--- src/hw/rtl/assert_macros.svh ---
`ifndef ASSERT_MACROS_SVH
`define ASSERT_MACROS_SVH

// Concurrent check on an explicit clock and active-low reset.
`define ASSERT_CLK(label, clk, rstn, prop) \
  label: assert property (@(posedge clk) disable iff (!rstn) (prop)) \
    else $error("assertion failed");

// Same check on the house clock and reset.
`define ASSERT_STD(label, prop) `ASSERT_CLK(label, clk_i, rst_ni, prop)

`endif

--- src/hw/rtl/pru_pkg.sv ---
`timescale 1ns / 1ps

package pru_pkg;

  localparam int MAX_WIDTH = 1024;
  localparam int MAX_SCALE = 64;

  localparam int COL_W   = (MAX_WIDTH > 1) ? $clog2(MAX_WIDTH) : 1;
  localparam int RPT_W   = (MAX_SCALE > 1) ? $clog2(MAX_SCALE) : 1;
  localparam int SCALE_W = 7;
  localparam int WIDTH_W = 11;
  localparam int CFG_W   = 11;

  localparam int QDEPTH = 4;
  localparam int QPTR_W = $clog2(QDEPTH);

  typedef enum logic [0:0] {
    CFG_SCALE = 1'b0,
    CFG_WIDTH = 1'b1
  } cfg_idx_e;

  typedef enum logic [0:0] {
    REQ_PIXEL = 1'b0,
    REQ_PULL  = 1'b1
  } req_type_e;

  // One queued burst: a pixel to be sent scale times.
  typedef struct packed {
    logic [23:0]      pixel;
    logic [RPT_W-1:0] scale_m1;
    logic             row_end;
    logic [1:0]       pad;
  } cmd_t;

endpackage

--- src/hw/rtl/pru_fifo.sv ---
`timescale 1ns / 1ps
`include "assert_macros.svh"

module pru_fifo (
  input  logic          clk_i,
  input  logic          rst_ni,
  input  logic          push_i,
  input  pru_pkg::cmd_t push_cmd_i,
  output logic          ready_o,
  output logic          valid_o,
  output pru_pkg::cmd_t head_o,
  input  logic          pop_i
);
  import pru_pkg::*;

  cmd_t              mem_q [QDEPTH];
  logic [QPTR_W-1:0] wptr_q, rptr_q;
  logic [QPTR_W:0]   count_q, count_d;

  assign ready_o = (count_q != (QPTR_W+1)'(QDEPTH));
  assign valid_o = (count_q != '0);
  assign head_o  = mem_q[rptr_q];

  always_comb begin
    count_d = count_q;
    if (push_i && !pop_i) begin
      count_d = count_q + 1'b1;
    end else if (!push_i && pop_i) begin
      count_d = count_q - 1'b1;
    end
  end

  always_ff @(posedge clk_i or negedge rst_ni) begin
    if (!rst_ni) begin
      wptr_q  <= '0;
      rptr_q  <= '0;
      count_q <= '0;
    end else begin
      count_q <= count_d;
      if (push_i) begin
        wptr_q <= wptr_q + 1'b1;
      end
      if (pop_i) begin
        rptr_q <= rptr_q + 1'b1;
      end
    end
  end

  always_ff @(posedge clk_i) begin
    if (push_i) begin
      mem_q[wptr_q] <= push_cmd_i;
    end
  end

  `ASSERT_STD(a_pop_nonempty, pop_i |-> count_q != '0)
  `ASSERT_STD(a_push_not_full, push_i |-> count_q != (QPTR_W+1)'(QDEPTH))

endmodule

--- config.mk ---
export PLATFORM = sky130hd
export DESIGN_NAME = pru_fifo
export DESIGN_NICKNAME = d
export VERILOG_FILES = /design/src/hw/rtl/pru_pkg.sv /design/src/hw/rtl/pru_fifo.sv
export VERILOG_INCLUDE_DIRS = /design/src /design/src/hw/rtl
export SDC_FILE = /design/constraint.sdc
export NUM_CORES = 1
export LEC_CHECK = 0
export BUFFER_PORTS_ARGS = -buffer_cell sky130_fd_sc_hd__clkbuf_2
export CAP_MARGIN = 20
export CORE_MARGIN = 5
export CORE_UTILIZATION = 52
export CTS_CLUSTER_DIAMETER = 80
export DETAILED_ROUTE_END_ITERATION = 7
export PLACE_DENSITY_LB_ADDON = 0.15
export SLEW_MARGIN = 20
export SYNTH_ARGS = -nofsm -noshare
export SYNTH_HDL_FRONTEND = slang
export SYNTH_SLANG_ARGS = --single-unit
--- constraint.sdc ---
create_clock -name clk_i -period 2.02 [get_ports clk_i]
set_input_delay 0.303 -clock clk_i [delete_from_list [all_inputs] [get_ports clk_i]]
set_output_delay 0.303 -clock clk_i [all_outputs]
set_load 0.01 [all_outputs]
After elaboration in Yosys (flattened, before gate mapping)
Memory sizes are Yosys's and may differ from the RTL's. Index checks and enable logic that the tools add are counted.

Register bits after elaboration: 7. Bits in writable memories: 132. Input port bits: 37. Output and inout port bits: 35. Logic and storage cells: 19. Memories: 1.

Memories: mem_q (words 4, bits a word 33, rd ports 1, clocked after memory_dff 0, wr ports 1, line pru_fifo.sv:16) `cmd_t mem_q [QDEPTH];`.

Add/subtract/negate cells: 4. Eq/ne operators: 1. Multiplexer cells: 4. Reductions and logical operators: 6.

Operators by type and width (count): 3-bit 2-to-1 mux (2); 2-bit by 1-bit adder with 2-bit output, second input constant (2); 3-bit by 1-bit adder with 3-bit output, second input constant (1); 3-bit inequality test, second input constant (1); 3-bit nonzero test (1); 3-bit by 1-bit subtractor with 3-bit output, second input constant (1); 1-bit logical AND (2); 1-bit logical NOT (2); 1-bit 2-to-1 mux (2); 2-bit nonzero test (1).

Depth between registers and ports, before layout
Depth after elaboration: 4. Mapped depth: 7. Gate-level depth less buffers: 7.

Worst setup path after synthesis
No wires, ideal clock.

Path kind: register -> register. From: register wptr_q[0]. To: memory mem_q[2][0] (netlist bit) (enable). Setup time: 393 ps. Arrival time: 1432 ps. Data required time: 1627 ps. Slack: 194 ps. Stages on the path, launching flop included: 4. Path buffers: 0. Clock period less this slack: 1826 ps. Cell sequence: dfrtp_1 -> inv_1 -> ha_1 -> and2_1.

RTL lines: start: declaration (line pru_fifo.sv:17) `logic [QPTR_W-1:0] wptr_q, rptr_q;`; start signal: assignment (line pru_fifo.sv:41) `wptr_q <= wptr_q + 1'b1;`; end: declaration (line pru_fifo.sv:16).

Straight into the memory's write port.

==> reports/metrics.cfg <==
[power]
p_leak_nw = 2.38
power.density_nw_per_um2 = 1470
power_mw = 9.71
peakVddDrop_uv = 811

[finish]
areaGrowthSynthToFinish_pct = 27.0
fillers = 645
multi_input_area_um2 = 957
final_cell_area_um2 = 6620
drive_gt1_frac = 0.472
seq_area_um2 = 4140
final_core_util = 0.677
fin_nets = 369
layout_common_cells = 132 x edfxtp_1, 68 x clkbuf_2, 31 x mux4_2
final_common_cell = edfxtp_1
diodes = 0

[sta]
slew-limit-headroom = 0.748
finClkSkew_ps = 4.52
fin_crit_ps = 2140
setup_slack_ps = -115
slew_viol_final = 0
rsz0062_at_grt = yes
fmax_ghz = 0.468
setup_violations = 33
worst_pin_slew_ps = 378
finalHoldViolations = 0
finalCritPeriodShare = 1.06

[worst_setup_path]
path_cells = buf_6 -> buf_12 -> mux4_2 -> clkbuf_2
slowest_stage = mux4_2
cp_top_family = multiplexers
crit_path_start_kind = flip-flop
worstPathRequired_ps = 1720
crit_type = flip-flop to primary output
worstPathMaxFanout = 6
cp.arrival_ps = 1830
r2r_slack_ps = 510
end_kind = primary output
slowest_delay_ps = 510
cp_num_buf_inv = 3

[clock_network]
clk_latency_ps = 500
htreeDepth = 4
clock-sinks = 139
cts_root_buf = clkbuf_8
clkTransAtPathRegs_ps = 60
tritoncts = yes
cts_made_buffers = 17
clk_path_buf_depth = 2

[yosys]
syn_inst = 208
synth_seq_area_share = 0.795
synth_top_area_share = 0.761
synth.ff_latch_count = 139
synth_nets = 251
avgSynthCellArea_um2 = 25.0
synth_area_um2 = 5210
yosysUniqueCellTypes = 18
yosysWarnings = 0
synth_area_leaders = edfxtp_1 76%, mux4_2 12%, dfrtp_1 3.4%
yosysTopAreaCell = edfxtp_1

[global_route]
track_usage = 0.157
grt.overflow.total = 0
first_global_vias = 2617
antenna_found_initial = 0
grt_pass1_wl_um = 13600
grt_max_degree = 29

[routing]
post-route-drc-count = 0
routedWlPerCell_um = 18.3
vias_per_cell = 5.14
vias = 2424
drt_iter0_drc = 102
first_pass_iters = 4
antenna_left = 0
postRouteWirelength_um = 8640

[place]
place_area_um2 = 5790
dp_hpwl_um = 5240
gp_congestion = 0.684
portBuffers = 71
dp_slack_ps = 252

[run_status]
status = complete, but fails checks
violations = negative setup slack

[die]
die_area_um2 = 12100
start_util = 0.533
die_h_um = 110
core-area_um2 = 9770
top_level_ports = 72
fp.dieW_um = 110
num_rows = 36

[min_path]
hold_path.class = primary input to flip-flop

[job]
max_cap_violations = 0

## Yosys cell counts (all sizes together)
library cell,number
edfxtp,132
mux4,33
buf,8
dfrtp,7
ha,5
and2,4
inv,4
xor2,4
nand2,3
nor2,2
xnor2,2
fa,1
mux2,1
o21ai,1
or3,1
## worst register-to-register path: stages, from the launching register on
cell and delay [ps]:
dfrtp_1 420, inv_1 100, ha_1 140, and2_2 300, buf_12 240
## layout make-up
| class | instances | share of cell area |
|---|---|---|
| Sequential cell | 139 | 0.626 |
| Inverter | 4 | 0.00227 |
| Tap cell | 133 | 0.0252 |
| Clock buffer | 17 | 0.0626 |
| Clock inverter | 15 | 0.0189 |
| Multi-Input combinational cell | 57 | 0.145 |
| Timing Repair Buffer | 107 | 0.120 |
## per-layer routing
metal / global-route usage / share of wire
met5: 0 / 0
met4: 0.0481 / 0.0087
met3: 0.0513 / 0.053
met2: 0.261 / 0.52
met1: 0.199 / 0.42
## sequential cells by signal, summed over array words and instances, names as in the netlist
register  count
count_q       3
wptr_q        2
rptr_q        2
mem_q       132
## through the flow
stage,hold WS (ps),TNS [ps],cells
global placement,147,0,415
floorplan,7.41,0,208
finish,20.8,-2950,472
detailed placement,150,0,415
global route,0.439,-5620,472
CTS,0.0536,-4040,466
## final timing paths
check	from	to	cells after the start
worst min-delay path	push_cmd_i[7]	mem_q[3][7]	1
min in group asynchronous	rst_ni	count_q[0]	2
worst min register to register	count_q[2]	count_q[2]	1
worst max-delay path	rptr_q[0]	head_o[18]	4
max in group asynchronous	rst_ni	rptr_q[0]	2
worst max register to register	wptr_q[0]	mem_q[2][24]	4
## where the power goes
part | internal [mW] | leakage (nW) | switching, mW
clock | 1.63 | 0.252 | 1.14
combinational | 1.58 | 0.840 | 1.40
sequential | 3.79 | 1.29 | 0.172
total | 6.99 | 2.38 | 2.72
## cells by family (layout without fill, tap and decap cells)
family | after synthesis | count (layout) | synth area share
multiplexers | 34 | 34 | 0.148
AND/OR/NAND/NOR | 10 | 10 | 0.00961
buffers and inverters | 12 | 143 | 0.0204
adder cells (fa/ha/maj) | 6 | 6 | 0.0159
flip-flops | 139 | 139 | 0.795
AO/OA/AOI/OAI | 1 | 1 | 0.000960
XOR/XNOR | 6 | 6 | 0.0101
## what timing repair did
item,4_1_cts,5_1_grt
setup endpoints to repair,33,33
resized for setup,9,8
hold buffers,12,3
cloned,2,0
hold endpoints to repair,44,7
buffers inserted,5,4
Power figures use the tool's default switching activity.
