==> config.mk <==
export PLATFORM = sky130hd
export DESIGN_NAME = pru_back_flat
export DESIGN_NICKNAME = d
export VERILOG_FILES = /design/src/hw/rtl/pru_pkg.sv /design/src/hw/rtl/pru_out_if.sv /design/src/hw/rtl/pru_back.sv /design/src/flat_wrapper.sv
export VERILOG_INCLUDE_DIRS = /design/src /design/src/hw/rtl
export SDC_FILE = /design/constraint.sdc
export NUM_CORES = 1
export LEC_CHECK = 0
export ABC_AREA = 1
export BUFFER_PORTS_ARGS = -buffer_cell sky130_fd_sc_hd__buf_2
export CAP_MARGIN = 20
export CORE_UTILIZATION = 40
export DETAILED_ROUTE_END_ITERATION = 16
export PLACE_DENSITY = 0.8
export SKIP_CTS_REPAIR_TIMING = 1
export SLEW_MARGIN = 20
export SYNTH_ARGS = -nofsm -noshare
export SYNTH_HDL_FRONTEND = slang
export SYNTH_SLANG_ARGS = --single-unit
==> constraint.sdc <==
create_clock -name clk_i -period 3.7 [get_ports clk_i]
set_clock_uncertainty 0.1 [all_clocks]
set_input_delay 0.185 -clock clk_i [delete_from_list [all_inputs] [get_ports clk_i]]
set_output_delay 0.185 -clock clk_i [all_outputs]
set_load 0.005 [all_outputs]
==> src/hw/rtl/assert_macros.svh <==
`ifndef ASSERT_MACROS_SVH
`define ASSERT_MACROS_SVH

// Concurrent check on an explicit clock and active-low reset.
`define ASSERT_CLK(label, clk, rstn, prop) \
  label: assert property (@(posedge clk) disable iff (!rstn) (prop)) \
    else $error("assertion failed");

// Same check on the house clock and reset.
`define ASSERT_STD(label, prop) `ASSERT_CLK(label, clk_i, rst_ni, prop)

`endif

==> src/hw/rtl/pru_pkg.sv <==
`timescale 1ns / 1ps

package pru_pkg;

  localparam int MAX_WIDTH = 1024;
  localparam int MAX_SCALE = 64;

  localparam int COL_W   = (MAX_WIDTH > 1) ? $clog2(MAX_WIDTH) : 1;
  localparam int RPT_W   = (MAX_SCALE > 1) ? $clog2(MAX_SCALE) : 1;
  localparam int SCALE_W = 7;
  localparam int WIDTH_W = 11;
  localparam int CFG_W   = 11;

  localparam int QDEPTH = 4;
  localparam int QPTR_W = $clog2(QDEPTH);

  typedef enum logic [0:0] {
    CFG_SCALE = 1'b0,
    CFG_WIDTH = 1'b1
  } cfg_idx_e;

  typedef enum logic [0:0] {
    REQ_PIXEL = 1'b0,
    REQ_PULL  = 1'b1
  } req_type_e;

  // One queued burst: a pixel to be sent scale times.
  typedef struct packed {
    logic [23:0]      pixel;
    logic [RPT_W-1:0] scale_m1;
    logic             row_end;
    logic [1:0]       pad;
  } cmd_t;

endpackage

==> src/hw/rtl/pru_out_if.sv <==
`timescale 1ns / 1ps

interface pru_out_if;
  logic       valid;
  logic       ready;
  logic [7:0] out_blue;
  logic [7:0] out_green;
  logic [7:0] out_red;
  logic [1:0] pad_bytes;
  logic       row_end;
  logic       last;

  modport source (output valid, output out_blue, output out_green, output out_red,
                  output pad_bytes, output row_end, output last, input ready);
  modport sink   (input valid, input out_blue, input out_green, input out_red,
                  input pad_bytes, input row_end, input last, output ready);
endinterface

==> src/hw/rtl/pru_back.sv <==
`timescale 1ns / 1ps
`include "assert_macros.svh"

module pru_back (
  input  logic          clk_i,
  input  logic          rst_ni,
  input  logic          q_valid_i,
  input  pru_pkg::cmd_t q_cmd_i,
  output logic          q_pop_o,
  pru_out_if.source     out_if
);
  import pru_pkg::*;

  logic [RPT_W-1:0] k_q;
  logic             out_valid_q;
  logic [23:0]      out_pix_q;
  logic [1:0]       out_pad_q;
  logic             out_end_q;
  logic             out_last_q;

  logic load, fin;

  assign load    = q_valid_i && (!out_valid_q || out_if.ready);
  assign fin     = (k_q == q_cmd_i.scale_m1);
  assign q_pop_o = load && fin;

  always_ff @(posedge clk_i or negedge rst_ni) begin
    if (!rst_ni) begin
      k_q         <= '0;
      out_valid_q <= 1'b0;
    end else begin
      if (load) begin
        out_valid_q <= 1'b1;
        k_q         <= fin ? '0 : k_q + 1'b1;
      end else if (out_if.ready) begin
        out_valid_q <= 1'b0;
      end
    end
  end

  always_ff @(posedge clk_i) begin
    if (load) begin
      out_pix_q  <= q_cmd_i.pixel;
      out_pad_q  <= fin ? q_cmd_i.pad : 2'd0;
      out_end_q  <= fin && q_cmd_i.row_end;
      out_last_q <= fin;
    end
  end

  assign out_if.valid     = out_valid_q;
  assign out_if.out_blue  = out_pix_q[7:0];
  assign out_if.out_green = out_pix_q[15:8];
  assign out_if.out_red   = out_pix_q[23:16];
  assign out_if.pad_bytes = out_pad_q;
  assign out_if.row_end   = out_end_q;
  assign out_if.last      = out_last_q;

  `ASSERT_STD(a_pop_gives_last, q_pop_o |=> out_valid_q && out_last_q)
  `ASSERT_STD(a_row_end_last, out_valid_q && out_end_q |-> out_last_q)

endmodule

==> src/flat_wrapper.sv <==
// flat-port wrapper written by rule: the top's interface ports become plain ports
module pru_back_flat import pru_pkg::*;
  (clk_i, rst_ni, q_valid_i, q_cmd_i, q_pop_o, out_if_valid, out_if_out_blue, out_if_out_green, out_if_out_red, out_if_pad_bytes, out_if_row_end, out_if_last, out_if_ready);
  pru_out_if out_if_i ();
  input  logic clk_i;
  input  logic rst_ni;
  input  logic q_valid_i;
  input  pru_pkg::cmd_t q_cmd_i;
  output logic q_pop_o;
  output wire logic [$bits(out_if_i.valid)-1:0] out_if_valid;
  output wire logic [$bits(out_if_i.out_blue)-1:0] out_if_out_blue;
  output wire logic [$bits(out_if_i.out_green)-1:0] out_if_out_green;
  output wire logic [$bits(out_if_i.out_red)-1:0] out_if_out_red;
  output wire logic [$bits(out_if_i.pad_bytes)-1:0] out_if_pad_bytes;
  output wire logic [$bits(out_if_i.row_end)-1:0] out_if_row_end;
  output wire logic [$bits(out_if_i.last)-1:0] out_if_last;
  input wire logic [$bits(out_if_i.ready)-1:0] out_if_ready;
  assign out_if_valid = out_if_i.valid;
  assign out_if_out_blue = out_if_i.out_blue;
  assign out_if_out_green = out_if_i.out_green;
  assign out_if_out_red = out_if_i.out_red;
  assign out_if_pad_bytes = out_if_i.pad_bytes;
  assign out_if_row_end = out_if_i.row_end;
  assign out_if_last = out_if_i.last;
  assign out_if_i.ready = out_if_ready;
  pru_back u_core (.clk_i(clk_i), .rst_ni(rst_ni), .q_valid_i(q_valid_i), .q_cmd_i(q_cmd_i), .q_pop_o(q_pop_o), .out_if(out_if_i));
endmodule
# Word-level counts from Yosys, hierarchy flattened
# Cells that the tools add are included.
[word_totals]
ff_bits = 35
latchBits = 0
mem_bits_ro = 0
wordCells = 17
ramBits = 0
mem_count = 0
[op_classes]
eq_ne = 1
bitwise = 0
div = 0
n_mul = 0
n_reduce_logical = 6
shifts = 0
addsub = 1
muxes = 3
order_cmp = 0
[ops]
columns = ["op", "n"]
rows = [
  ["$add A6 B1 Y6 const B", 1],
  ["$eq A6 B6 Y1", 1],
  ["$mux W6", 1],
  ["$logic_and A1 B1 Y1", 3],
  ["$mux W1", 2],
  ["$reduce_bool A2 Y1", 1],
  ["$logic_not A1 Y1", 1],
  ["$logic_or A1 B1 Y1", 1],
]

# Longest topological paths before layout
# Gate-level depths: netlist (run 1).
[depth]
depth_word = 4
ltp_mapped = 8
mapped_depth_nobuf = 8

# Worst setup path after synthesis (run 1)
# OpenSTA, ideal clock, no wires.
[synth_timing]
path_type = "reg-to-reg"
from = "register u_core.out_valid_q, in the netlist u_core.out_if.valid"
to = "register u_core.k_q[2]"
t_required_ns = 3.529
t_arrival_ns = 1.606
setup_slack_ns = 1.923
path_stages_with_launch = 7
n_path_buf = 0
path_cell_list = "dfrtp_1 > nand2_1 > nand2_4 > inv_1 > nand2_1 > xor2_1 > nor2_1"
[synth_via]
elab_chain_cells = 3
[synth_rtl]
columns = ["element", "line", "rtl"]
rows = [
  ["start: declaration", "pru_back.sv:15", "logic out_valid_q;"],
  ["start signal: assignment", "pru_back.sv:30", "out_valid_q <= 1'b0;"],
  ["start signal: assignment", "pru_back.sv:33", "out_valid_q <= 1'b1;"],
  ["start signal: assignment", "pru_back.sv:36", "out_valid_q <= 1'b0;"],
  ["$logic_not A1 Y1", "pru_back.sv:23", "assign load = q_valid_i && (!out_valid_q || out_if.ready);"],
  ["$logic_or A1 B1 Y1", "pru_back.sv:23", ""],
  ["$logic_and A1 B1 Y1", "pru_back.sv:23", ""],
  ["net u_core.load", "pru_back.sv:21", "logic load, fin;"],
  ["end signal: assignment", "pru_back.sv:34", "k_q <= fin ? '0 : k_q + 1'b1;"],
  ["end: declaration", "pru_back.sv:14", "logic [RPT_W-1:0] k_q;"],
]
# The timed path passes the listed nets, and every way through them passes these cells.
# A chain may end at the register's enable or synchronous reset.

# Worst setup path after layout (run 1)
[layout_timing]
from = "register u_core.k_q[4]"
to = "output port q_pop_o"
[layout_via]
elab_chain_cells = 2
[layout_rtl]
columns = ["element", "line", "rtl"]
rows = [
  ["$eq A6 B6 Y1", "pru_back.sv:24", "assign fin = (k_q == q_cmd_i.scale_m1);"],
  ["$logic_and A1 B1 Y1", "pru_back.sv:25", "assign q_pop_o = load && fin;"],
  ["end: declaration", "flat_wrapper.sv:9", "output logic q_pop_o;"],
]
# Every way passes these cells.

==> results.md, run 1 <==
- Dividing the synthesized area by the synthesized cell count gives 12.4 sq um.
- From left edge to right edge, the die measures 60.6 um.
- The worst register-to-register path begins at u_core.out_if.valid.
- The biggest fanout along the worst timing path is 7.
- The total count of hold-check failures in the final report came to 0.
- The largest single stage delay on the critical path is 0.42 ns.
- Wires add up to 3.00 mm.
- After filler insertion, the fill cell instance count of the layout stands at 253.
- 0 antenna diodes ended up in the layout.
- Walking the worst path, the cells encountered are inv_2, nand2_1, nand2_1, nor2_1, nand3_4, nor2_8, buf_2.
- The initialized floorplan defines 20 standard-cell rows.
- In the final design database the tool counted 248 nets.
- The post-route core utilization is 66.8%.
- The overall via count from detail_route is 1,085.
- The number of distinct library cell variants in the gate-level netlist after synthesis is 14.
- By instance count, the leading cell after synthesis is nand2_1.
- The area of the die is 3670 sq um.
- The number of global-route vias before repair was 876.
- After detailed placement, the total cell area comes to 1760 sq um.
- The capture endpoint of the worst hold path is u_core.out_if.valid.
- The final routed DRC violation total is 0.
- Ranked by total cell area, the synthesized netlist is headed by edfxtp_1, dfrtp_1, nand2_1.
- The transition time at the pin with the least slew margin is 0.495 ns.
- The total half-perimeter wirelength after legalization and detailed placement is 1.87 mm.
- Data on the critical path is required at its endpoint by 3.41 ns.
- The number of cells produced by synthesis is 111.
- For this run, the leading register cell type out of synthesis is edfxtp_1.
- After layout, the design draws a total of 0.982 mW.
- The worst register-to-register path has a depth of 4.
- The average detailed-routed wire length per instance is 11.8 um.
- The setup slack of the worst register-to-register path is 2.06 ns.
- The synthesis-to-layout area growth is 53.6%.
- The die extent in y is 60.6 um.
- In this run the most critical hold path is launched from q_valid_i.
- The maximum root-to-sink buffer count is 2.
- The insertion delay to the later sink of the worst-skew pair is 0.32 ns.
- The TritonCTS clock tree is built.
- The initial antenna violation count was 0.
- The wire length of the first global-routing pass is 3.77 mm.
- Buffers inserted during clock tree synthesis total 5.
- The run finished with clean final reports.
- The path class of the tightest hold or removal check is in2reg.
- The count of yosys warnings during synthesis is 0.
- The cell area that synthesis handed to floorplanning was 1370 sq um.
- The capturing element type of the critical path is a primary output.
- The number of enable-type register cells in the synthesized netlist is 28.
- The smallest clock period supported by the final layout is computed as 1.86 ns.
- The starting utilization of the core area is 43.5%.
- Of the synthesized area, sequential elements account for 74.1%.
- At the worst endpoint, the arrival time is 1.58 ns.
- The port buffer count is 66.
- In this run the critical register-to-register path is captured at u_core.out_pix_q[12].
- The level count of the clock H-tree is 2.
- Power spread over the standard cell area amounts to 466 nW/um^2.
- Clock tree synthesis found a total of 35 sinks.
- The root buffer selected by CTS is clkbuf_4.
- The number of stages on the worst hold path is 3.
- The synthesized design contains 35 register bits.
- The final max-slew violation count is 0.
- By count the netlist is led by nand2_1, edfxtp_1, inv_1.
- IR analysis of the VDD net gives a maximum drop of 229 uV.
- Entering global routing, the biggest net connects 32 pins.
- The core area is 3150 sq um.
- The achievable clock frequency is 537 MHz.
- The worst path uses 50.3% of the clock period.
- In this run the static leakage power is 1.05 nW.
- The post-place setup slack is 1.69 ns.
- The total congestion overflow is 0.
- The slowest stage of the critical path belongs to the cell dfrtp_1.
- Clock-pin slew was measured on the worst setup and hold paths at 0.11 ns.
- 67 I/O pins were placed.
- Dividing the detail-routed via count by the number of cells gives 4.25.
- Setup repair after global routing left no endpoint under its margin.
- The violation count after the first detailed-route iteration is 25.
- The top cell type by area accounts for 61.3% of the synthesized area.
- The count of endpoints failing setup in the final report is 0.
- The dominant delay contributor by cell family on the critical path is simple AND/OR/NAND/NOR gates.
- The fraction of final layout cells with drive strength greater than 1 is 39.3%.
- Setup slack on the critical path of the routed design comes to 1.84 ns.
- The post-synthesis net count is 149.
- The setup TNS after final layout is 0 ns.
- Together, buffers and inverters on the worst path number 2.
- The share of flip-flops with an asynchronous set or reset is 20.0%.
- The total of max-cap violations is 0.
- The critical path launch point type is a flip-flop.
- The first TritonRoute pass finished after 4 iterations.
- The cell repeated most along the worst path is nand2_1.
- Headroom to the max-slew limit came out at 66.9%.
- The last weighted congestion value of the routability-driven placer is 0.744.
- Once detail routing completed, the nets flagged for antenna violations numbered 0.
- The class of the most critical setup path is reg2out.
- The all-layer global routing usage is 14.6%.
- The final standard cell area without fillers is 2110 sq um.
- The biggest area contributor in the post-synthesis netlist is edfxtp_1.
-- cells by family after synthesis --
family	count (synthesis)	synth area share [%]
flops	35	74.1
fa+ha+maj	1	0.912
xor+xnor	2	1.28
simple gates	54	18.5
buf+inv	19	5.20
-- sequential cells by signal (all words and copies together), names as in the netlist --
name	flops
u_core.out_if.row_end	1
u_core.out_if.valid	1
u_core.out_if.pad_bytes	2
u_core.out_if.last	1
u_core.out_pix_q	24
u_core.k_q	6
-- through the flow --
stage,hold slack (ns),instances
after global placement,-0.0646,221
after global routing,0.0428,255
after detailed placement,-0.0642,221
after floorplan,-0.211,111
after CTS,-0.431,229
final,0.0546,255
-- per-layer routing --
| layer | track usage [%] | wire (um) | vias up |
|---|---|---|---|
| li1 | - | - | 549 |
| met1 | 15.2 | 1190 | 476 |
| met2 | 25.6 | 1500 | 58 |
| met3 | 6.40 | 286 | 2 |
| met4 | 6.17 | 25 | 0 |
| met5 | 0 | 0 | - |
-- layout make-up --
cell class                      instances  area [sq um]  share of cell area [%]
Clock buffer                            7          65.1                    3.09
Clock inverter                          1          7.51                   0.356
Inverter                               19          71.3                    3.38
Multi-Input combinational cell         57           284                    13.5
Sequential cell                        35          1020                    48.2
Tap cell                               44          55.1                    2.61
Timing Repair Buffer                   92           608                    28.9
-- power breakdown --
| group | internal (mW) | switching [mW] | total [mW] |
|---|---|---|---|
| clock | 0.111 | 0.127 | 0.239 |
| combinational | 0.103 | 0.116 | 0.219 |
| sequential | 0.480 | 0.0447 | 0.525 |
| total | 0.694 | 0.288 | 0.982 |
-- cell usage in the layout, fill, tap and decap left out, types with 3 or more instances in the layout --
master and n:
nor2_2 3, inv_1 17, edfxtp_1 28, nand2_1 30
dlygate4sd3_1 25, buf_2 66, nor2_1 14, dfrtp_1 7
nand3_1 3, clkbuf_4 5
-- worst max path at each step --
stage | start | end | slack (ns) | cells past startpoint
3_5_place_dp | u_core.out_if.valid | u_core.k_q[2] | 1.69 | 6
6_report | u_core.k_q[4] | q_pop_o | 1.84 | 7
3_3_place_gp | u_core.out_if.valid | u_core.k_q[2] | 1.74 | 6
4_1_cts | u_core.out_if.valid | u_core.k_q[2] | 1.67 | 6
5_1_grt | u_core.k_q[0] | q_pop_o | 1.71 | 6
2_1_floorplan | u_core.out_if.valid | u_core.k_q[2] | 1.92 | 6
-- worst reg2reg max path: stages, from the launching register on --
cell and delay, ns:
dfrtp_1 0.40, nand2_1 0.12, nand2_4 0.11, inv_1 0.39
buf_16 0.22
Note: power is estimated with default switching activity, not from simulation.
==> run 2, diff against run 1 <==
--- a/config.mk
+++ b/config.mk
@@ -6,12 +6,12 @@
 export SDC_FILE = /design/constraint.sdc
 export NUM_CORES = 1
 export LEC_CHECK = 0
-export ABC_AREA = 1
+export ABC_AREA = 0
 export BUFFER_PORTS_ARGS = -buffer_cell sky130_fd_sc_hd__buf_2
 export CAP_MARGIN = 20
 export CORE_UTILIZATION = 40
 export DETAILED_ROUTE_END_ITERATION = 16
-export PLACE_DENSITY = 0.8
+export PLACE_DENSITY = 0.84
 export SKIP_CTS_REPAIR_TIMING = 1
 export SLEW_MARGIN = 20
 export SYNTH_ARGS = -nofsm -noshare
==> constraint.sdc (replaced) <==
create_clock -name clk_i -period 1.7 [get_ports clk_i]
set_clock_uncertainty 0.1 [all_clocks]
set_input_delay 0.085 -clock clk_i [delete_from_list [all_inputs] [get_ports clk_i]]
set_output_delay 0.085 -clock clk_i [all_outputs]
set_load 0.005 [all_outputs]
==> run 2 against run 1 <==
The flow now finishes with violations (negative hold slack, negative setup slack). Flip-flop and latch count stayed put. Hold slack worse by 0.058 ns. Count of clock-buffer cells in the layout is 2 lower. Wire length is 9.9% higher. Clock power is 140% higher. First-iteration DRC count is 4.0% higher. Non-clock buffer count is 8 higher. Combinational power is 130% higher. Cell count is 11% lower. Setup slack worse by 1.9 ns. Synthesized cell count is 32% lower. Via count is 2.2% lower.
==> results.md, run 2 <==
- TritonCTS built the clock tree.
- Yosys printed 0 warnings.
- The number of nets handed over by synthesis was 114.
- In the routed design, unresolved DRC markers number 0.
- The achievable clock frequency is 572 MHz.
- Wire segments on met2 add up to 1.71 mm in the final route.
- The wire length of the first global-routing pass is 3.55 mm.
- For this block, the routed nets add up to 3.30 mm of wire.
- The post-route core utilization is 70.1%.
- The capturing element type of the critical path is a primary output.
- The fraction of final layout cells with drive strength greater than 1 is 52.2%.
- The total half-perimeter wirelength after legalization and detailed placement is 1.85 mm.
- The region available for standard cell placement spans 3080 sq um.
- The worst-case vdd ir drop is 551 uV.
- The total length of routed met3 wires is 305 um.
- Measured against its own limit, the worst slew margin works out to 85.6%.
- The fraction of the mapped netlist area in adder cells is 0.951%.
- The cell leakage power is 0.920 nW.
- The tree built by TritonCTS fans out to 35 sinks.
- In this run the mean area of a mapped cell was 17.3 sq um.
- For this design the ratio of total power to cell area is 1020 nW/um^2.
- The register with the most flip-flops in the final layout is u_core.out_pix_q.
- The net count of the finished layout is 221.
- The path class of the tightest hold or removal check is in2async.
- The critical-path cell with the highest stage delay is dfrtp_2.
- The post-synthesis sequential element count is 35.
- In this design, the stage delay of the slowest critical-path cell is 0.45 ns.
- The root buffer cell chosen for the clock tree is clkbuf_4.
- The synthesized design contains 28 enable-type register cells.
- The overall via count from detail_route is 1,061.
- In this run the worst path has a maximum fanout of 4.
- The data arrival at the endpoint of the critical path is 1.56 ns.
- Setup violations remaining at the end of the flow were counted as 1.
- At the end of routability-driven placement, the weighted congestion stood at 0.856.
- STA classifies the critical path startpoint as a flip-flop.
- The total power after layout is 2.20 mW.
- Relative to the synthesized area, the layout overhead comes to 64.0%.
- Walking the worst path, the cells encountered are xnor2_2, nand4_4, nor3_4, buf_2.
- By area the synthesized netlist is led by edfxtp_1, dfrtp_1, xnor2_1.
- The compound-cell area share of the yosys netlist is 5.89%.
- The die is 59.4 um tall.
- The combined area of all synthesized cells is 1320 sq um.
- The largest family of logic cells by synthesized area is simple AND/OR/NAND/NOR gates.
- The total congestion overflow is 0.
- The transition time at the pin with the least slew margin is 0.214 ns.
- Global routing used 14.2% of the available tracks across all layers.
- The number of flip-flops in the largest register is 24.
- The setup slack after layout is -0.0478 ns.
- Clock-pin slew was measured on the worst setup and hold paths at 0.10 ns.
- After detailed routing, the average wire length per cell comes to 14.5 um.
- The maximum root-to-sink buffer count is 2.
- The biggest area contributor in the post-synthesis netlist is edfxtp_1.
- The share of the clock period used by the worst path after layout is 103%.
- The commonest cells after synthesis are edfxtp_1, dfrtp_1, xnor2_1.
- The synthesized netlist devotes 11.4% of its cell area to simple gates.
- Setup repair after global routing could not meet its margin everywhere.
- The number of cells produced by synthesis is 76.
- The share of flip-flops with an asynchronous set or reset is 20.0%.
- Buffers placed on the I/O ports in this run total 66.
- 0 antenna diodes ended up in the layout.
- After synthesis, flip-flops and latches occupy 77.2% of the total area.
- Measured in cells, the most critical reg-to-reg path has a length of 5.
- The total of max-cap violations is 0.
- The most common flop cell mapped by yosys is edfxtp_1.
- The cell with the most instances after synthesis is edfxtp_1.
- After synthesis, the share of cell area in mux cells is 0%.
- The number of global-route vias before repair is 785.
- The flow ran to the end, but the final reports show violations.
- The smallest clock period supported by the final layout is computed as 1.75 ns.
- The number of CTS-inserted buffers is 5.
- In the layout the commonest cells are buf_2, dlygate4sd3_1, edfxtp_1.
- The area of the die is 3520 sq um.
- The insertion delay to the later sink of the worst-skew pair is 0.33 ns.
- Prior to clock tree synthesis, the placed netlist has a worst setup slack of 0.241 ns.
- The total count of hold-check failures in the final report is 1.
- In this run, distinct cell masters in the synthesized netlist total 20.
- STA puts the critical path data required time at 1.51 ns.
- The violation count after the first detailed-route iteration is 26.
- The pin count of the biggest net entering global routing is 27.
- The top metal layer carrying routed signals is met4.
- Counting both buffers and inverters, the worst setup path holds a total of 1.
- Leaving out fill and tap cells, the most frequent cell in the layout is buf_2.
- The initial antenna violation count is 0.
- The checks that failed: negative hold slack, negative setup slack.
- The worst setup path is of the reg2out kind.
- The worst hold slack after final layout is -0.00305 ns.
- Using the TritonRoute via totals, the vias-per-cell ratio works out to 4.65.
- The top cell type by area accounts for 63.9% of the synthesized area.
- The level count of the clock H-tree is 2.
- The count of TritonRoute iterations in the first routing pass is 4.
- The final max-slew violation count is 0.
- The share of the synthesized netlist area taken by xor and xnor gates is 3.99%.
- In this run the remaining antenna-violating nets after routing total 0.
- For this configuration, the core starts out at a cell density of 42.8%.
- The floorplan has 20 rows.
- The cell depth of the worst setup path is 4.
- The number of ports placed on the die boundary is 67.
- The chip width is 59.4 um.
- The cell family contributing the most delay on the critical path is flip-flops.
- In the final routing, the length of wire on met1 measures 1.25 mm.
-- run 2: logic make-up (layout without fill, tap and decap cells) --
| logic type | after synthesis | after routing |
|---|---|---|
| compound gates | 11 | 11 |
| fa+ha+maj | 1 | 1 |
| flops | 35 | 35 |
| xor+xnor | 6 | 6 |
| simple gates | 21 | 21 |
| buf+inv | 2 | 110 |
-- run 2: where the power goes --
| group | total [mW] | switching (mW) | internal, mW |
|---|---|---|---|
| combinational | 0.500 | 0.232 | 0.268 |
| sequential | 1.13 | 0.0965 | 1.04 |
| clock | 0.571 | 0.269 | 0.302 |
-- run 2: area by class of cell --
class	count	area (sq um)
inverter	2	11.3
sequential	35	1020
timing repair buffer	100	673
multi-input combinational	39	323
fill	211	920
clock buffer	5	37.5
clock inverter	3	38.8
tap	44	55.1
-- run 2: routing by layer --
layer,up-vias,GRT usage (%)
met5,-,0
li1,500,-
met4,0,6.12
met2,59,22.8
met1,497,16.8
met3,5,5.90
-- run 2: final timing paths --
| check | startpoint | to | slack (ns) |
|---|---|---|---|
| setup / recovery | u_core.k_q[0] | q_pop_o | -0.05 |
| hold / removal | rst_ni | u_core.k_q[5] | -0.003 |
| setup reg to reg | u_core.k_q[0] | u_core.k_q[4] | 0.20 |
| hold reg to reg | u_core.k_q[4] | u_core.k_q[4] | 0.50 |
| max in group asynchronous | rst_ni | u_core.k_q[3] | 1.32 |
| min in group clk_i | out_if_ready | u_core.k_q[2] | 0.11 |
-- run 2: per-stage QoR --
step	setup TNS (ns)	instances	cell area (sq um)
global route	-0.144	228	2160
detailed placement	0	187	1730
finish	-0.0478	228	2160
global placement	0	187	1730
floorplan	0	76	1320
CTS	-0.117	195	1800
